==> src/hw/rtl/ufbs_pkg.sv <==
`default_nettype none
package ufbs_pkg;
  localparam int unsigned DivisorBits = 16;
  localparam int unsigned DivW = 48;
  localparam logic [26:0] CoreClockReset = 27'd100000000;
  localparam logic [23:0] FastBaud = 24'd1000000;

  // controller commands to the datapath
  typedef struct packed {
    logic start;     // clear best, load target
    logic level;     // load pclk for shift_q
    logic calc;      // start divisor division
    logic rate;      // unused; the datapath starts the rate division itself
    logic keep;      // compare and keep
    logic lvl_chk;   // unused; lvl_ok is driven without it
    logic [1:0] shift;
    logic [3:0] mul;
    logic [3:0] add;
  } ufbs_cmd_t;

  typedef struct packed {
    logic busy;      // calc issued or division sequence running
    logic skip;      // divisor overflow
    logic stop;      // early stop after keep
    logic lvl_ok;    // level error below limit
  } ufbs_sts_t;
endpackage
`default_nettype wire

==> src/hw/rtl/ufbs_if.sv <==
`default_nettype none
interface ufbs_in_if;
  logic valid;
  logic ready;
  logic [23:0] baud_req;
  modport source (output valid, output baud_req, input ready);
  modport sink (input valid, input baud_req, output ready);
endinterface

interface ufbs_out_if;
  logic valid;
  logic ready;
  logic [23:0] achieved_baud;
  logic [1:0] prescale_shift;
  logic [15:0] divisor;
  logic [3:0] multiplier;
  logic [3:0] fraction_add;
  logic [8:0] iterations;
  modport source (output valid, output achieved_baud, output prescale_shift,
    output divisor, output multiplier, output fraction_add, output iterations,
    input ready);
  modport sink (input valid, input achieved_baud, input prescale_shift,
    input divisor, input multiplier, input fraction_add, input iterations,
    output ready);
endinterface

interface ufbs_cfg_if;
  logic valid;
  logic ready;
  logic [26:0] data;
  modport source (output valid, output data, input ready);
  modport sink (input valid, input data, output ready);
endinterface
`default_nettype wire

==> src/hw/rtl/ufbs_div.sv <==
`default_nettype none
// restoring divider, one quotient bit per cycle
module ufbs_div import ufbs_pkg::*; (
  input  wire logic clk_i,
  input  wire logic rst_ni,
  input  wire logic start_i,
  input  wire logic [DivW-1:0] num_i,
  input  wire logic [DivW-1:0] den_i,
  output logic busy_o,
  output logic [DivW-1:0] quo_o
);
  logic [DivW-1:0] quo_q, quo_d, rem_q, rem_d, den_q, den_d;
  logic [5:0] cnt_q, cnt_d;
  logic [DivW:0] trial;

  always_comb begin
    quo_d = quo_q;
    rem_d = rem_q;
    den_d = den_q;
    cnt_d = cnt_q;
    trial = {rem_q, quo_q[DivW-1]} - {1'b0, den_q};
    if (start_i) begin
      quo_d = num_i;
      rem_d = '0;
      den_d = den_i;
      cnt_d = 6'(DivW);
    end else if (cnt_q != 6'd0) begin
      cnt_d = cnt_q - 6'd1;
      if (!trial[DivW]) begin
        rem_d = trial[DivW-1:0];
        quo_d = {quo_q[DivW-2:0], 1'b1};
      end else begin
        rem_d = {rem_q[DivW-2:0], quo_q[DivW-1]};
        quo_d = {quo_q[DivW-2:0], 1'b0};
      end
    end
  end

  always_ff @(posedge clk_i or negedge rst_ni) begin
    if (!rst_ni) begin
      cnt_q <= '0;
    end else begin
      cnt_q <= cnt_d;
    end
  end

  always_ff @(posedge clk_i) begin
    quo_q <= quo_d;
    rem_q <= rem_d;
    den_q <= den_d;
  end

  assign busy_o = (cnt_q != 6'd0);
  assign quo_o = quo_q;
endmodule
`default_nettype wire

==> src/hw/rtl/ufbs_datapath.sv <==
`default_nettype none
// candidate arithmetic, best tracking
module ufbs_datapath import ufbs_pkg::*; (
  input  wire logic clk_i,
  input  wire logic rst_ni,
  input  wire logic [26:0] core_clock_i,
  input  wire logic [23:0] target_i,
  input  ufbs_cmd_t cmd_i,
  output ufbs_sts_t sts_o,
  output logic [23:0] best_rate_o,
  output logic [1:0] best_shift_o,
  output logic [15:0] best_div_o,
  output logic [3:0] best_mul_o,
  output logic [3:0] best_add_o
);
  logic [23:0] t_q;
  logic [26:0] pclk_q;
  logic [31:0] best_rate_q, rate_q;
  logic [1:0] best_shift_q;
  logic [15:0] best_div_q, dl_q;
  logic [3:0] best_mul_q, best_add_q;
  logic [DivW-1:0] num, den, quo;
  logic [1:0] phase_q;  // 0 idle, 1 divisor, 2 dx fraction, 3 rate
  logic div_start, div_busy;
  logic [DivW-1:0] dl_full;
  logic [15:0] dl_clamp;
  logic [31:0] dx_base, err_new, err_best;
  logic [47:0] err_fine, err_lvl;

  ufbs_div u_div (.clk_i, .rst_ni, .start_i(div_start), .num_i(num), .den_i(den),
    .busy_o(div_busy), .quo_o(quo));

  // rounded divisor and clamp
  assign dl_full = (quo + 48'd1) >> 1;
  always_comb begin
    dl_clamp = dl_full[15:0];
    if (dl_clamp == 16'd0) dl_clamp = 16'd1;
    if (cmd_i.add != 4'd0 && dl_clamp < 16'd2) dl_clamp = 16'd2;
  end
  assign dx_base = {4'd0, dl_q, 12'd0};

  // division operand selection
  always_comb begin
    num = '0;
    den = '1;
    div_start = 1'b0;
    if (cmd_i.calc) begin
      num = 48'(pclk_q) * 48'(cmd_i.mul) * 48'd2;
      den = 48'(t_q) * 48'd16 * 48'(5'(cmd_i.add) + 5'(cmd_i.mul));
      div_start = 1'b1;
    end else if (phase_q == 2'd1 && !div_busy) begin
      // divisor is latched this cycle, so take it straight from the clamp
      num = 48'({dl_clamp, 12'd0}) * 48'(cmd_i.add);
      den = 48'(cmd_i.mul);
      div_start = 1'b1;
    end else if (phase_q == 2'd2 && !div_busy) begin
      num = 48'({pclk_q, 5'd0});
      den = 48'(dx_base) + quo;
      div_start = 1'b1;
    end
  end

  function automatic logic [31:0] absd(input logic [31:0] x, input logic [31:0] y);
    return (x >= y) ? x - y : y - x;
  endfunction

  assign err_new = absd(rate_q, {8'd0, t_q});
  assign err_best = absd(best_rate_q, {8'd0, t_q});
  assign err_fine = 48'(err_new) * 48'd1536;
  assign err_lvl = 48'(err_best) * 48'd200;

  always_ff @(posedge clk_i or negedge rst_ni) begin
    if (!rst_ni) begin
      phase_q <= 2'd0;
    end else if (cmd_i.calc) begin
      phase_q <= 2'd1;
    end else if (phase_q == 2'd1 && !div_busy) begin
      phase_q <= 2'd2;
    end else if (phase_q == 2'd2 && !div_busy) begin
      phase_q <= 2'd3;
    end else if (phase_q == 2'd3 && !div_busy) begin
      phase_q <= 2'd0;
    end
  end

  always_ff @(posedge clk_i) begin
    if (cmd_i.start) begin
      t_q <= target_i;
      best_rate_q <= '0;
      best_shift_q <= '0;
      best_div_q <= '0;
      best_mul_q <= '0;
      best_add_q <= '0;
    end
    if (cmd_i.level) pclk_q <= core_clock_i >> cmd_i.shift;
    // latch divisor once the first division lands
    if (phase_q == 2'd1 && !div_busy) dl_q <= dl_clamp;
    if (phase_q == 2'd3 && !div_busy) rate_q <= {quo[28:0], 3'd0};
    if (cmd_i.keep && err_new < err_best) begin
      best_rate_q <= rate_q;
      best_shift_q <= cmd_i.shift;
      best_div_q <= dl_q;
      best_mul_q <= cmd_i.mul;
      best_add_q <= cmd_i.add;
    end
  end

  assign sts_o.busy = (phase_q != 2'd0) || cmd_i.calc;
  assign sts_o.skip = (phase_q == 2'd1) && !div_busy &&
                      (dl_full > 48'((1 << DivisorBits) - 1));
  assign sts_o.stop = (err_new < err_best) &&
                      ((err_new == 32'd0) || (err_fine < 48'(t_q)));
  assign sts_o.lvl_ok = err_lvl < 48'(t_q);
  assign best_rate_o = best_rate_q[23:0];
  assign best_shift_o = best_shift_q;
  assign best_div_o = best_div_q;
  assign best_mul_o = best_mul_q;
  assign best_add_o = best_add_q;
endmodule
`default_nettype wire

==> src/hw/rtl/ufbs_ctrl.sv <==
`default_nettype none
// search sequencer over shift, multiplier and adder
module ufbs_ctrl import ufbs_pkg::*; (
  input  wire logic clk_i,
  input  wire logic rst_ni,
  input  wire logic in_valid_i,
  input  wire logic [23:0] target_i,
  output logic in_ready_o,
  output logic out_valid_o,
  input  wire logic out_ready_i,
  input  ufbs_sts_t sts_i,
  output ufbs_cmd_t cmd_o,
  output logic [8:0] iter_o
);
  localparam logic [2:0] SIdle = 3'd0, SLevel = 3'd1, SCalc = 3'd2, SWait = 3'd3,
    SKeep = 3'd4, SNext = 3'd5, SLvl = 3'd6, SDone = 3'd7;
  logic [2:0] state_q, state_d;
  logic [1:0] shift_q, shift_d;
  logic [3:0] mul_q, mul_d, add_q, add_d;
  logic [8:0] iter_q, iter_d;
  logic skip_q, skip_d;

  always_comb begin
    state_d = state_q;
    shift_d = shift_q;
    mul_d = mul_q;
    add_d = add_q;
    iter_d = iter_q;
    skip_d = skip_q;
    cmd_o = '0;
    cmd_o.shift = shift_q;
    cmd_o.mul = mul_q;
    cmd_o.add = add_q;
    case (state_q)
      SIdle: begin
        if (in_valid_i) begin
          cmd_o.start = 1'b1;
          iter_d = '0;
          shift_d = (target_i < FastBaud) ? 2'd3 : 2'd1;
          state_d = (target_i == 24'd0) ? SDone : SLevel;
        end
      end
      SLevel: begin
        cmd_o.level = 1'b1;
        mul_d = 4'd1;
        add_d = 4'd0;
        state_d = SCalc;
      end
      SCalc: begin
        cmd_o.calc = 1'b1;
        iter_d = iter_q + 9'd1;
        skip_d = 1'b0;
        state_d = SWait;
      end
      SWait: begin
        if (sts_i.skip) skip_d = 1'b1;
        if (!sts_i.busy) state_d = skip_q ? SNext : SKeep;
      end
      SKeep: begin
        cmd_o.keep = 1'b1;
        state_d = sts_i.stop ? SDone : SNext;
      end
      SNext: begin
        if (add_q + 4'd1 < mul_q) begin
          add_d = add_q + 4'd1;
          state_d = SCalc;
        end else if (mul_q != 4'd15) begin
          mul_d = mul_q + 4'd1;
          add_d = 4'd0;
          state_d = SCalc;
        end else begin
          state_d = SLvl;
        end
      end
      SLvl: begin
        if (sts_i.lvl_ok || shift_q == 2'd0) begin
          state_d = SDone;
        end else begin
          shift_d = shift_q - 2'd1;
          state_d = SLevel;
        end
      end
      SDone: begin
        if (out_ready_i) state_d = SIdle;
      end
      default: state_d = SIdle;
    endcase
  end

  always_ff @(posedge clk_i or negedge rst_ni) begin
    if (!rst_ni) begin
      state_q <= SIdle;
      shift_q <= '0;
      mul_q <= '0;
      add_q <= '0;
      iter_q <= '0;
      skip_q <= 1'b0;
    end else begin
      state_q <= state_d;
      shift_q <= shift_d;
      mul_q <= mul_d;
      add_q <= add_d;
      iter_q <= iter_d;
      skip_q <= skip_d;
    end
  end

  assign in_ready_o = (state_q == SIdle);
  assign out_valid_o = (state_q == SDone);
  assign iter_o = iter_q;
endmodule
`default_nettype wire

==> src/hw/rtl/uart_fractional_baud_search.sv <==
`default_nettype none
// Fractional baud divider search. Each requested-rate item yields one result
// with the closest prescale shift, divisor, multiplier and adder. Every
// candidate runs three 48-bit serial divisions on one shared divider before
// its step and, unless the divisor overflows, its compare; an item runs at
// most 480 candidates. core_clock is to be written on the cfg channel only
// while the block is idle; the block does not enforce this. core_clock
// resets to 100 MHz.
module uart_fractional_baud_search import ufbs_pkg::*; (
  input wire logic clk_i,
  input wire logic rst_ni,
  ufbs_cfg_if.sink cfg,
  ufbs_in_if.sink in_ch,
  ufbs_out_if.source out_ch
);
  logic [26:0] core_clock_q;
  ufbs_cmd_t cmd;
  ufbs_sts_t sts;

  // core clock register
  always_ff @(posedge clk_i or negedge rst_ni) begin
    if (!rst_ni) begin
      core_clock_q <= CoreClockReset;
    end else if (cfg.valid) begin
      core_clock_q <= cfg.data;
    end
  end
  assign cfg.ready = 1'b1;

  ufbs_ctrl u_ctrl (.clk_i, .rst_ni, .in_valid_i(in_ch.valid), .target_i(in_ch.baud_req),
    .in_ready_o(in_ch.ready), .out_valid_o(out_ch.valid), .out_ready_i(out_ch.ready),
    .sts_i(sts), .cmd_o(cmd), .iter_o(out_ch.iterations));

  ufbs_datapath u_dp (.clk_i, .rst_ni, .core_clock_i(core_clock_q),
    .target_i(in_ch.baud_req), .cmd_i(cmd), .sts_o(sts),
    .best_rate_o(out_ch.achieved_baud), .best_shift_o(out_ch.prescale_shift),
    .best_div_o(out_ch.divisor), .best_mul_o(out_ch.multiplier),
    .best_add_o(out_ch.fraction_add));
endmodule
`default_nettype wire

==> src/flat_wrapper.sv <==
// flat-port wrapper written by rule: the top's interface ports become plain ports
module uart_fractional_baud_search_flat import ufbs_pkg::*;
  (clk_i, rst_ni, cfg_valid, cfg_data, cfg_ready, in_ch_valid, in_ch_baud_req, in_ch_ready, out_ch_valid, out_ch_achieved_baud, out_ch_prescale_shift, out_ch_divisor, out_ch_multiplier, out_ch_fraction_add, out_ch_iterations, out_ch_ready);
  ufbs_cfg_if cfg_i ();
  ufbs_in_if in_ch_i ();
  ufbs_out_if out_ch_i ();
  input wire logic clk_i;
  input wire logic rst_ni;
  input wire logic [$bits(cfg_i.valid)-1:0] cfg_valid;
  input wire logic [$bits(cfg_i.data)-1:0] cfg_data;
  output wire logic [$bits(cfg_i.ready)-1:0] cfg_ready;
  input wire logic [$bits(in_ch_i.valid)-1:0] in_ch_valid;
  input wire logic [$bits(in_ch_i.baud_req)-1:0] in_ch_baud_req;
  output wire logic [$bits(in_ch_i.ready)-1:0] in_ch_ready;
  output wire logic [$bits(out_ch_i.valid)-1:0] out_ch_valid;
  output wire logic [$bits(out_ch_i.achieved_baud)-1:0] out_ch_achieved_baud;
  output wire logic [$bits(out_ch_i.prescale_shift)-1:0] out_ch_prescale_shift;
  output wire logic [$bits(out_ch_i.divisor)-1:0] out_ch_divisor;
  output wire logic [$bits(out_ch_i.multiplier)-1:0] out_ch_multiplier;
  output wire logic [$bits(out_ch_i.fraction_add)-1:0] out_ch_fraction_add;
  output wire logic [$bits(out_ch_i.iterations)-1:0] out_ch_iterations;
  input wire logic [$bits(out_ch_i.ready)-1:0] out_ch_ready;
  assign cfg_i.valid = cfg_valid;
  assign cfg_i.data = cfg_data;
  assign cfg_ready = cfg_i.ready;
  assign in_ch_i.valid = in_ch_valid;
  assign in_ch_i.baud_req = in_ch_baud_req;
  assign in_ch_ready = in_ch_i.ready;
  assign out_ch_valid = out_ch_i.valid;
  assign out_ch_achieved_baud = out_ch_i.achieved_baud;
  assign out_ch_prescale_shift = out_ch_i.prescale_shift;
  assign out_ch_divisor = out_ch_i.divisor;
  assign out_ch_multiplier = out_ch_i.multiplier;
  assign out_ch_fraction_add = out_ch_i.fraction_add;
  assign out_ch_iterations = out_ch_i.iterations;
  assign out_ch_i.ready = out_ch_ready;
  uart_fractional_baud_search u_core (.clk_i(clk_i), .rst_ni(rst_ni), .cfg(cfg_i), .in_ch(in_ch_i), .out_ch(out_ch_i));
endmodule
==> config.mk <==
export PLATFORM = sky130hd
export DESIGN_NAME = uart_fractional_baud_search_flat
export DESIGN_NICKNAME = d
export VERILOG_FILES = /design/src/hw/rtl/ufbs_pkg.sv /design/src/hw/rtl/ufbs_if.sv /design/src/hw/rtl/ufbs_div.sv /design/src/hw/rtl/ufbs_datapath.sv /design/src/hw/rtl/ufbs_ctrl.sv /design/src/hw/rtl/uart_fractional_baud_search.sv /design/src/flat_wrapper.sv
export SDC_FILE = /design/constraint.sdc
export NUM_CORES = 2
export LEC_CHECK = 0
export ABC_AREA = 1
export BUFFER_PORTS_ARGS = -buffer_cell sky130_fd_sc_hd__buf_2
export CORE_ASPECT_RATIO = 1.1
export CORE_UTILIZATION = 50
export DETAILED_ROUTE_END_ITERATION = 8
export PLACE_DENSITY = 0.77
export SYNTH_ARGS = -nofsm -noshare
export SYNTH_HDL_FRONTEND = slang
export SYNTH_SLANG_ARGS = --single-unit
==> constraint.sdc <==
create_clock -name clk_i -period 8.15 [get_ports clk_i]
set_clock_uncertainty 0.1 [all_clocks]
set_input_delay 0.4075 -clock clk_i [delete_from_list [all_inputs] [get_ports clk_i]]
set_output_delay 0.4075 -clock clk_i [all_outputs]
set_load 0.02 [all_outputs]
After elaboration in Yosys (flattened, before gate mapping)
Cells that the tools add are included.
Storage, ports and cells
  register bits: 353
Operators by class
  add/sub/neg operators: 13
  multipliers: 5
  $lt $le $gt $ge: 9
  equality and inequality tests: 19
  shift operators: 1
  mux-type cells: 61
  reductions and logical operators: 32
Operators by type and width (number)
  2-to-1 mux 48 bit: 6
  2-to-1 mux 32 bit: 7
  greater-or-equal comparator 32 x 24 -> 1 bit: 2
  2-to-1 mux 16 bit: 4
  subtractor 24 x 32 -> 32 bit: 2
  subtractor 32 x 24 -> 32 bit: 2
  subtractor 49 x 48 -> 49 bit: 1
  adder 28 x 48 -> 48 bit: 1
  adder 48 x 1 -> 48 bit, second input constant: 1
  > comparator 47 x 16 -> 1 bit, second input constant: 1
  < comparator 43 x 24 -> 1 bit: 1
  < comparator 40 x 24 -> 1 bit: 1
  multiplier 32 x 5 -> 37 bit, second input constant: 1
  multiplier 32 x 2 -> 34 bit, second input constant: 1
  zero test 32 bit: 1
  < comparator 32 bit: 1
  multiplier 27 x 4 -> 31 bit: 1
  multiplier 24 x 5 -> 29 bit: 1
  2-to-1 mux 4 bit: 7
  >> shifter 27 x 2 -> 27 bit: 1
  zero test 24 bit: 1
  < comparator 24 x 20 -> 1 bit, second input constant: 1
  case mux 3 bit (8 select lines): 1
  2-to-1 mux 3 bit: 7
  other kinds (36): 87

Longest topological paths before layout
  word-level depth: 10
  mapped depth: 48

Modules after synthesis
From an unflattened synthesis, not the netlist that was laid out.
Unflattened totals
  cells, all modules: 6620
  area total of the unflattened synthesis: 44828.0 um^2
By module, submodules not included
  ufbs_datapath: times used 1, cells each 4587, area an instance 31188.7 um^2
  ufbs_div: times used 1, cells each 1675, area an instance 10971.8 um^2
  ufbs_ctrl: times used 1, cells each 242, area an instance 1581.5 um^2
  uart_fractional_baud_search: times used 1, cells each 116, area an instance 1086.0 um^2

Worst setup path before layout
No wires, ideal clock.
  path kind: reg2reg
  from: register u_core.u_dp.t_q[6]
  to: register u_core.u_ctrl.shift_q[0]
  arrival: 6.321 ns
  required time: 7.921 ns
  path slack: 1.600 ns
  stages on the path, launching flop included: 46
  period minus slack after synthesis: 6.550 ns
  cell sequence: edfxtp_1 ha_1 buf_2 nand2_1 inv_2 a21oi_2 nand2_2 nand2_2 nand2_4 nand2_4 nand2_4 inv_1 clkbuf_1 buf_2 nand2_1 o21ai_0 xor2_1 inv_1 [... 10 more ...] nand2_1 nand2_1 xor2_1 ha_1 nand2_1 nor2_1 a211oi_1 o21ai_0 inv_1 nand2_1 nor2_1 nand3_1 nor2_1 nand4_1 nand3_1 nand2_1 o21ai_0 o21ai_0
Between the ends
  longest elaborated chain between the ends: 7
Ends and longest elaborated chain
  from (decl): RTL line ufbs_datapath.sv:16  | logic [23:0] t_q;
  from (signal assigned): RTL line ufbs_datapath.sv:88  | t_q <= target_i;
  subtractor 24 x 32 -> 32 bit (tied with other cells): RTL line ufbs_datapath.sv:64  | return (x >= y) ? x - y : y - x;
  2-to-1 mux 32 bit: RTL line ufbs_datapath.sv:64
  multiplier 32 x 5 -> 37 bit: RTL line ufbs_datapath.sv:70  | assign err_lvl = 48'(err_best) * 48'd200;
  < comparator 40 x 24 -> 1 bit *: RTL line ufbs_datapath.sv:113  | assign sts_o.lvl_ok = err_lvl < 48'(t_q);
  logical OR 1 bit *: RTL line ufbs_ctrl.sv:76  | if (sts_i.lvl_ok || shift_q == 2'd0) begin
  != test 2 bit (no line) *
  AND reduction 3 bit (no line) *
  to (signal assigned): RTL line ufbs_ctrl.sv:100  | shift_q <= shift_d;
  to (decl): RTL line ufbs_ctrl.sv:18  | logic [1:0] shift_q, shift_d;
Every way passes the cells marked *; elsewhere a longest branch is shown, timed or not.
A chain may end at the register's enable or synchronous reset.

Worst setup path after layout
  from: register u_core.u_dp.t_q[3]
  to: register u_core.u_ctrl.shift_q[0]
The elaborated chain is that of the path after synthesis.

==> impl_metrics.ini <==
[synth]
syn_inst = 5815
ys_ff_latch = 353
yosys_warnings = 0
synth_edf_count = 247
async_flop_share = 0.164
syn_avg_cell_area_um2 = 7.24
synth.distinct_cells = 74
syn_area_mm2 = 0.0421
synth_ff_type = edfxtp_1
yosysSeqAreaShare = 0.234

[global_routing]
grt_overflow = 0
grt_usage = 0.336
grt-busiest-layer = met2
grt_pass1_wl_um = 221000
antenna_found_initial = 5
grtUsageMet3 = 0.0357
met1_usage = 0.381
grt_max_degree = 86
grt_pass1_vias = 39200
met2_usage = 0.602

[setup_path]
critPathMaxStageDelay_ns = 0.53
critPathTopFamily = simple AND/OR/NAND/NOR gates
worstSetupPathType = flip-flop to flip-flop
rrSetupSlack_ns = 0.45
cp-start-kind = flip-flop
end_kind = flip-flop
path_buf_inv = 9
crit_slowest_cell = fa_1
crit_arrival_ns = 8.04
critical_path.max_fanout = 20
crit_required_ns = 8.49

[floorplan]
die_x_um = 279
std_cell_rows = 111
initial_core_util = 0.505
die_h_um = 306
io_pins = 118
core_mm2 = 0.0833
die_area_mm2 = 0.0853

[cts]
cts_tree = yes
cts-root-buf = clkbuf_16
h-tree-depth = 2
clk_pin_slew_ns = 0.07
cts_buffers = 41
numClockSinks = 353
clockBufferDepth = 3
clock_latency_ns = 0.59

[sta]
finalHoldViolations = 0
worst_pin_slew_ns = 1.19
fin_ws_ns = 0.453
timing.final.crit_period_ns = 7.70
clock.fmax_ghz = 0.130
slew_violations = 0
relSlewSlack = 0.205
period_share = 0.944
setup_violations = 0

[hold_path]
hold_class = input port to flip-flop

[finish]
final_common_cell = nand2_1
final_cell_mix = nand2_1 (1301), inv_1 (1075), ha_1 (465), nor2_1 (447), a21oi_1 (410)
final_util = 0.550
layout-drive-gt1-share = 0.0771
syn2layout_area_growth_pct = 8.81
nets = 6660

[routing]
drtIter0Drc = 3205
routedWlPerCell_um = 20.4
vias_per_cell = 5.63
wirelength_um = 144000
drc_errors = 0
routed-via-count = 39800
ant_nets = 0
drt_pre_antenna_iters = 6

[status]
status = finished clean

[place]
dp_slack_ns = 0.257
io_buffers = 113
gp_congestion = 1.00
hpwl_um = 118000

[flow_run]
drv_cap = 0
## cell usage after synthesis, types with 11 or more instances
cell type | number | share of area
xor2_1 | 158 | 0.033
xnor2_1 | 56 | 0.012
ha_1 | 468 | 0.14
nand3_1 | 194 | 0.023
mux2i_1 | 18 | 0.0043
o21bai_1 | 18 | 0.0032
nand2_1 | 1302 | 0.12
o21ai_0 | 370 | 0.044
a31oi_1 | 34 | 0.0051
nor2_4 | 44 | 0.012
clkbuf_1 | 84 | 0.0075
inv_2 | 20 | 0.0018
nor2_1 | 455 | 0.041
a21o_1 | 21 | 0.0037
o211ai_1 | 86 | 0.015
nor2_2 | 11 | 0.0016
dfxtp_1 | 48 | 0.023
nand4_1 | 62 | 0.0092
nor3_1 | 89 | 0.011
or2_2 | 23 | 0.0034
inv_1 | 1075 | 0.096
nand2_2 | 21 | 0.0031
buf_2 | 23 | 0.0027
a21oi_1 | 413 | 0.049
o221ai_1 | 21 | 0.0044
dfstp_2 | 12 | 0.0075
dfrtp_1 | 46 | 0.027
a21boi_0 | 16 | 0.0029
edfxtp_1 | 247 | 0.18
fa_1 | 176 | 0.084
buf_4 | 26 | 0.0046
nor4_1 | 29 | 0.0043
## kinds of logic (layout without fill, tap and decap cells)
kind of cell    count (synthesis)  after routing  share of synthesized area
simple gates                 2264           2264                      0.231
buf+inv                      1248           1423                      0.117
compound gates               1069           1069                      0.145
fa+ha+maj                     644            644                      0.223
flops                         353            353                      0.234
xor+xnor                      214            214                     0.0445
mux                            21             21                    0.00508
other cells                     2              9                   0.000178
## through the flow
stage | setup TNS [ns] | cells | hold WS [ns] | area, µm²
2_1_floorplan | 0 | 5817 | 0.0119 | 42100
3_3_place_gp | 0 | 6918 | 0.380 | 43700
3_5_place_dp | 0 | 6918 | 0.384 | 43700
4_1_cts | 0 | 7033 | 0.00451 | 45500
5_1_grt | -0.0885 | 7067 | 0.00442 | 45800
6_report | 0 | 7070 | 0.0252 | 45800
## per-layer routing
metal / part of all wire / vias to the layer above
met5: 0 / -
met4: 0.072 / 0
met3: 0.055 / 410
met2: 0.50 / 1437
met1: 0.38 / 18800
li1: - / 19200
## cell type report
class | instances | area [µm²]
Inverter | 1099 | 4130
Antenna cell | 5 | 12.5
Tap cell | 1073 | 1340
Clock inverter | 27 | 273
Sequential cell | 353 | 9840
Multi-Input combinational cell | 4216 | 27400
Clock buffer | 48 | 1090
Timing Repair Buffer | 249 | 1700
Fill cell | 8073 | 37500
## sequential cells by signal, summed over array words and instances (netlist names), 9 cells and up
signal and count:
u_core.core_clock_q 27, u_core.u_ctrl.iter_o 9, u_core.u_dp.best_div_o 16, u_core.u_dp.best_rate_q 29, u_core.u_dp.dl_q 16, u_core.u_dp.pclk_q 27, u_core.u_dp.rate_q 29, u_core.u_dp.t_q 24
u_core.u_dp.u_div.den_q 48, u_core.u_dp.u_div.quo_o 48, u_core.u_dp.u_div.rem_q 48
## final timing paths
kind | to | depth (start not counted) | start
min in group asynchronous | u_core.u_dp.u_div.cnt_q[1]$_DFFE_PN0P_ | 3 | rst_ni
setup reg to reg | u_core.u_ctrl.shift_q[0]$_DFFE_PN0P_ | 44 | u_core.u_dp.t_q[3]$_DFFE_PP_
setup / recovery | u_core.u_ctrl.shift_q[0]$_DFFE_PN0P_ | 44 | u_core.u_dp.t_q[3]$_DFFE_PP_
hold reg to reg | u_core.u_dp.u_div.rem_q[46]$_SDFFE_PN0P_ | 2 | u_core.u_dp.u_div.rem_q[45]$_SDFFE_PN0P_
max in group asynchronous | u_core.core_clock_q[10]$_DFFE_PN0P_ | 3 | rst_ni
hold / removal | u_core.core_clock_q[9]$_DFFE_PN0P_ | 3 | cfg_data[9]
## repair_timing
item,4_1_cts,5_1_grt
endpoints found under the hold margin,85,0
hold buffers,40,0
buffers inserted,0,32
setup endpoints to repair,0,4
gates resized for setup,0,14
## worst register-to-register path, delay by kind of cell, from the launching register on
kind                     cells  cell delay (ns)
AND/OR/NAND/NOR             21             2.30
adder cells (fa/ha/maj)      6             2.16
AO/OA/AOI/OAI                6             1.18
buffers and inverters        9             0.96
flip-flops                   1             0.45
XOR/XNOR                     2             0.43
Power is left out: the tool's default activity adds up to more than one toggle a clock period on the data nets, which glitch-free logic cannot reach.
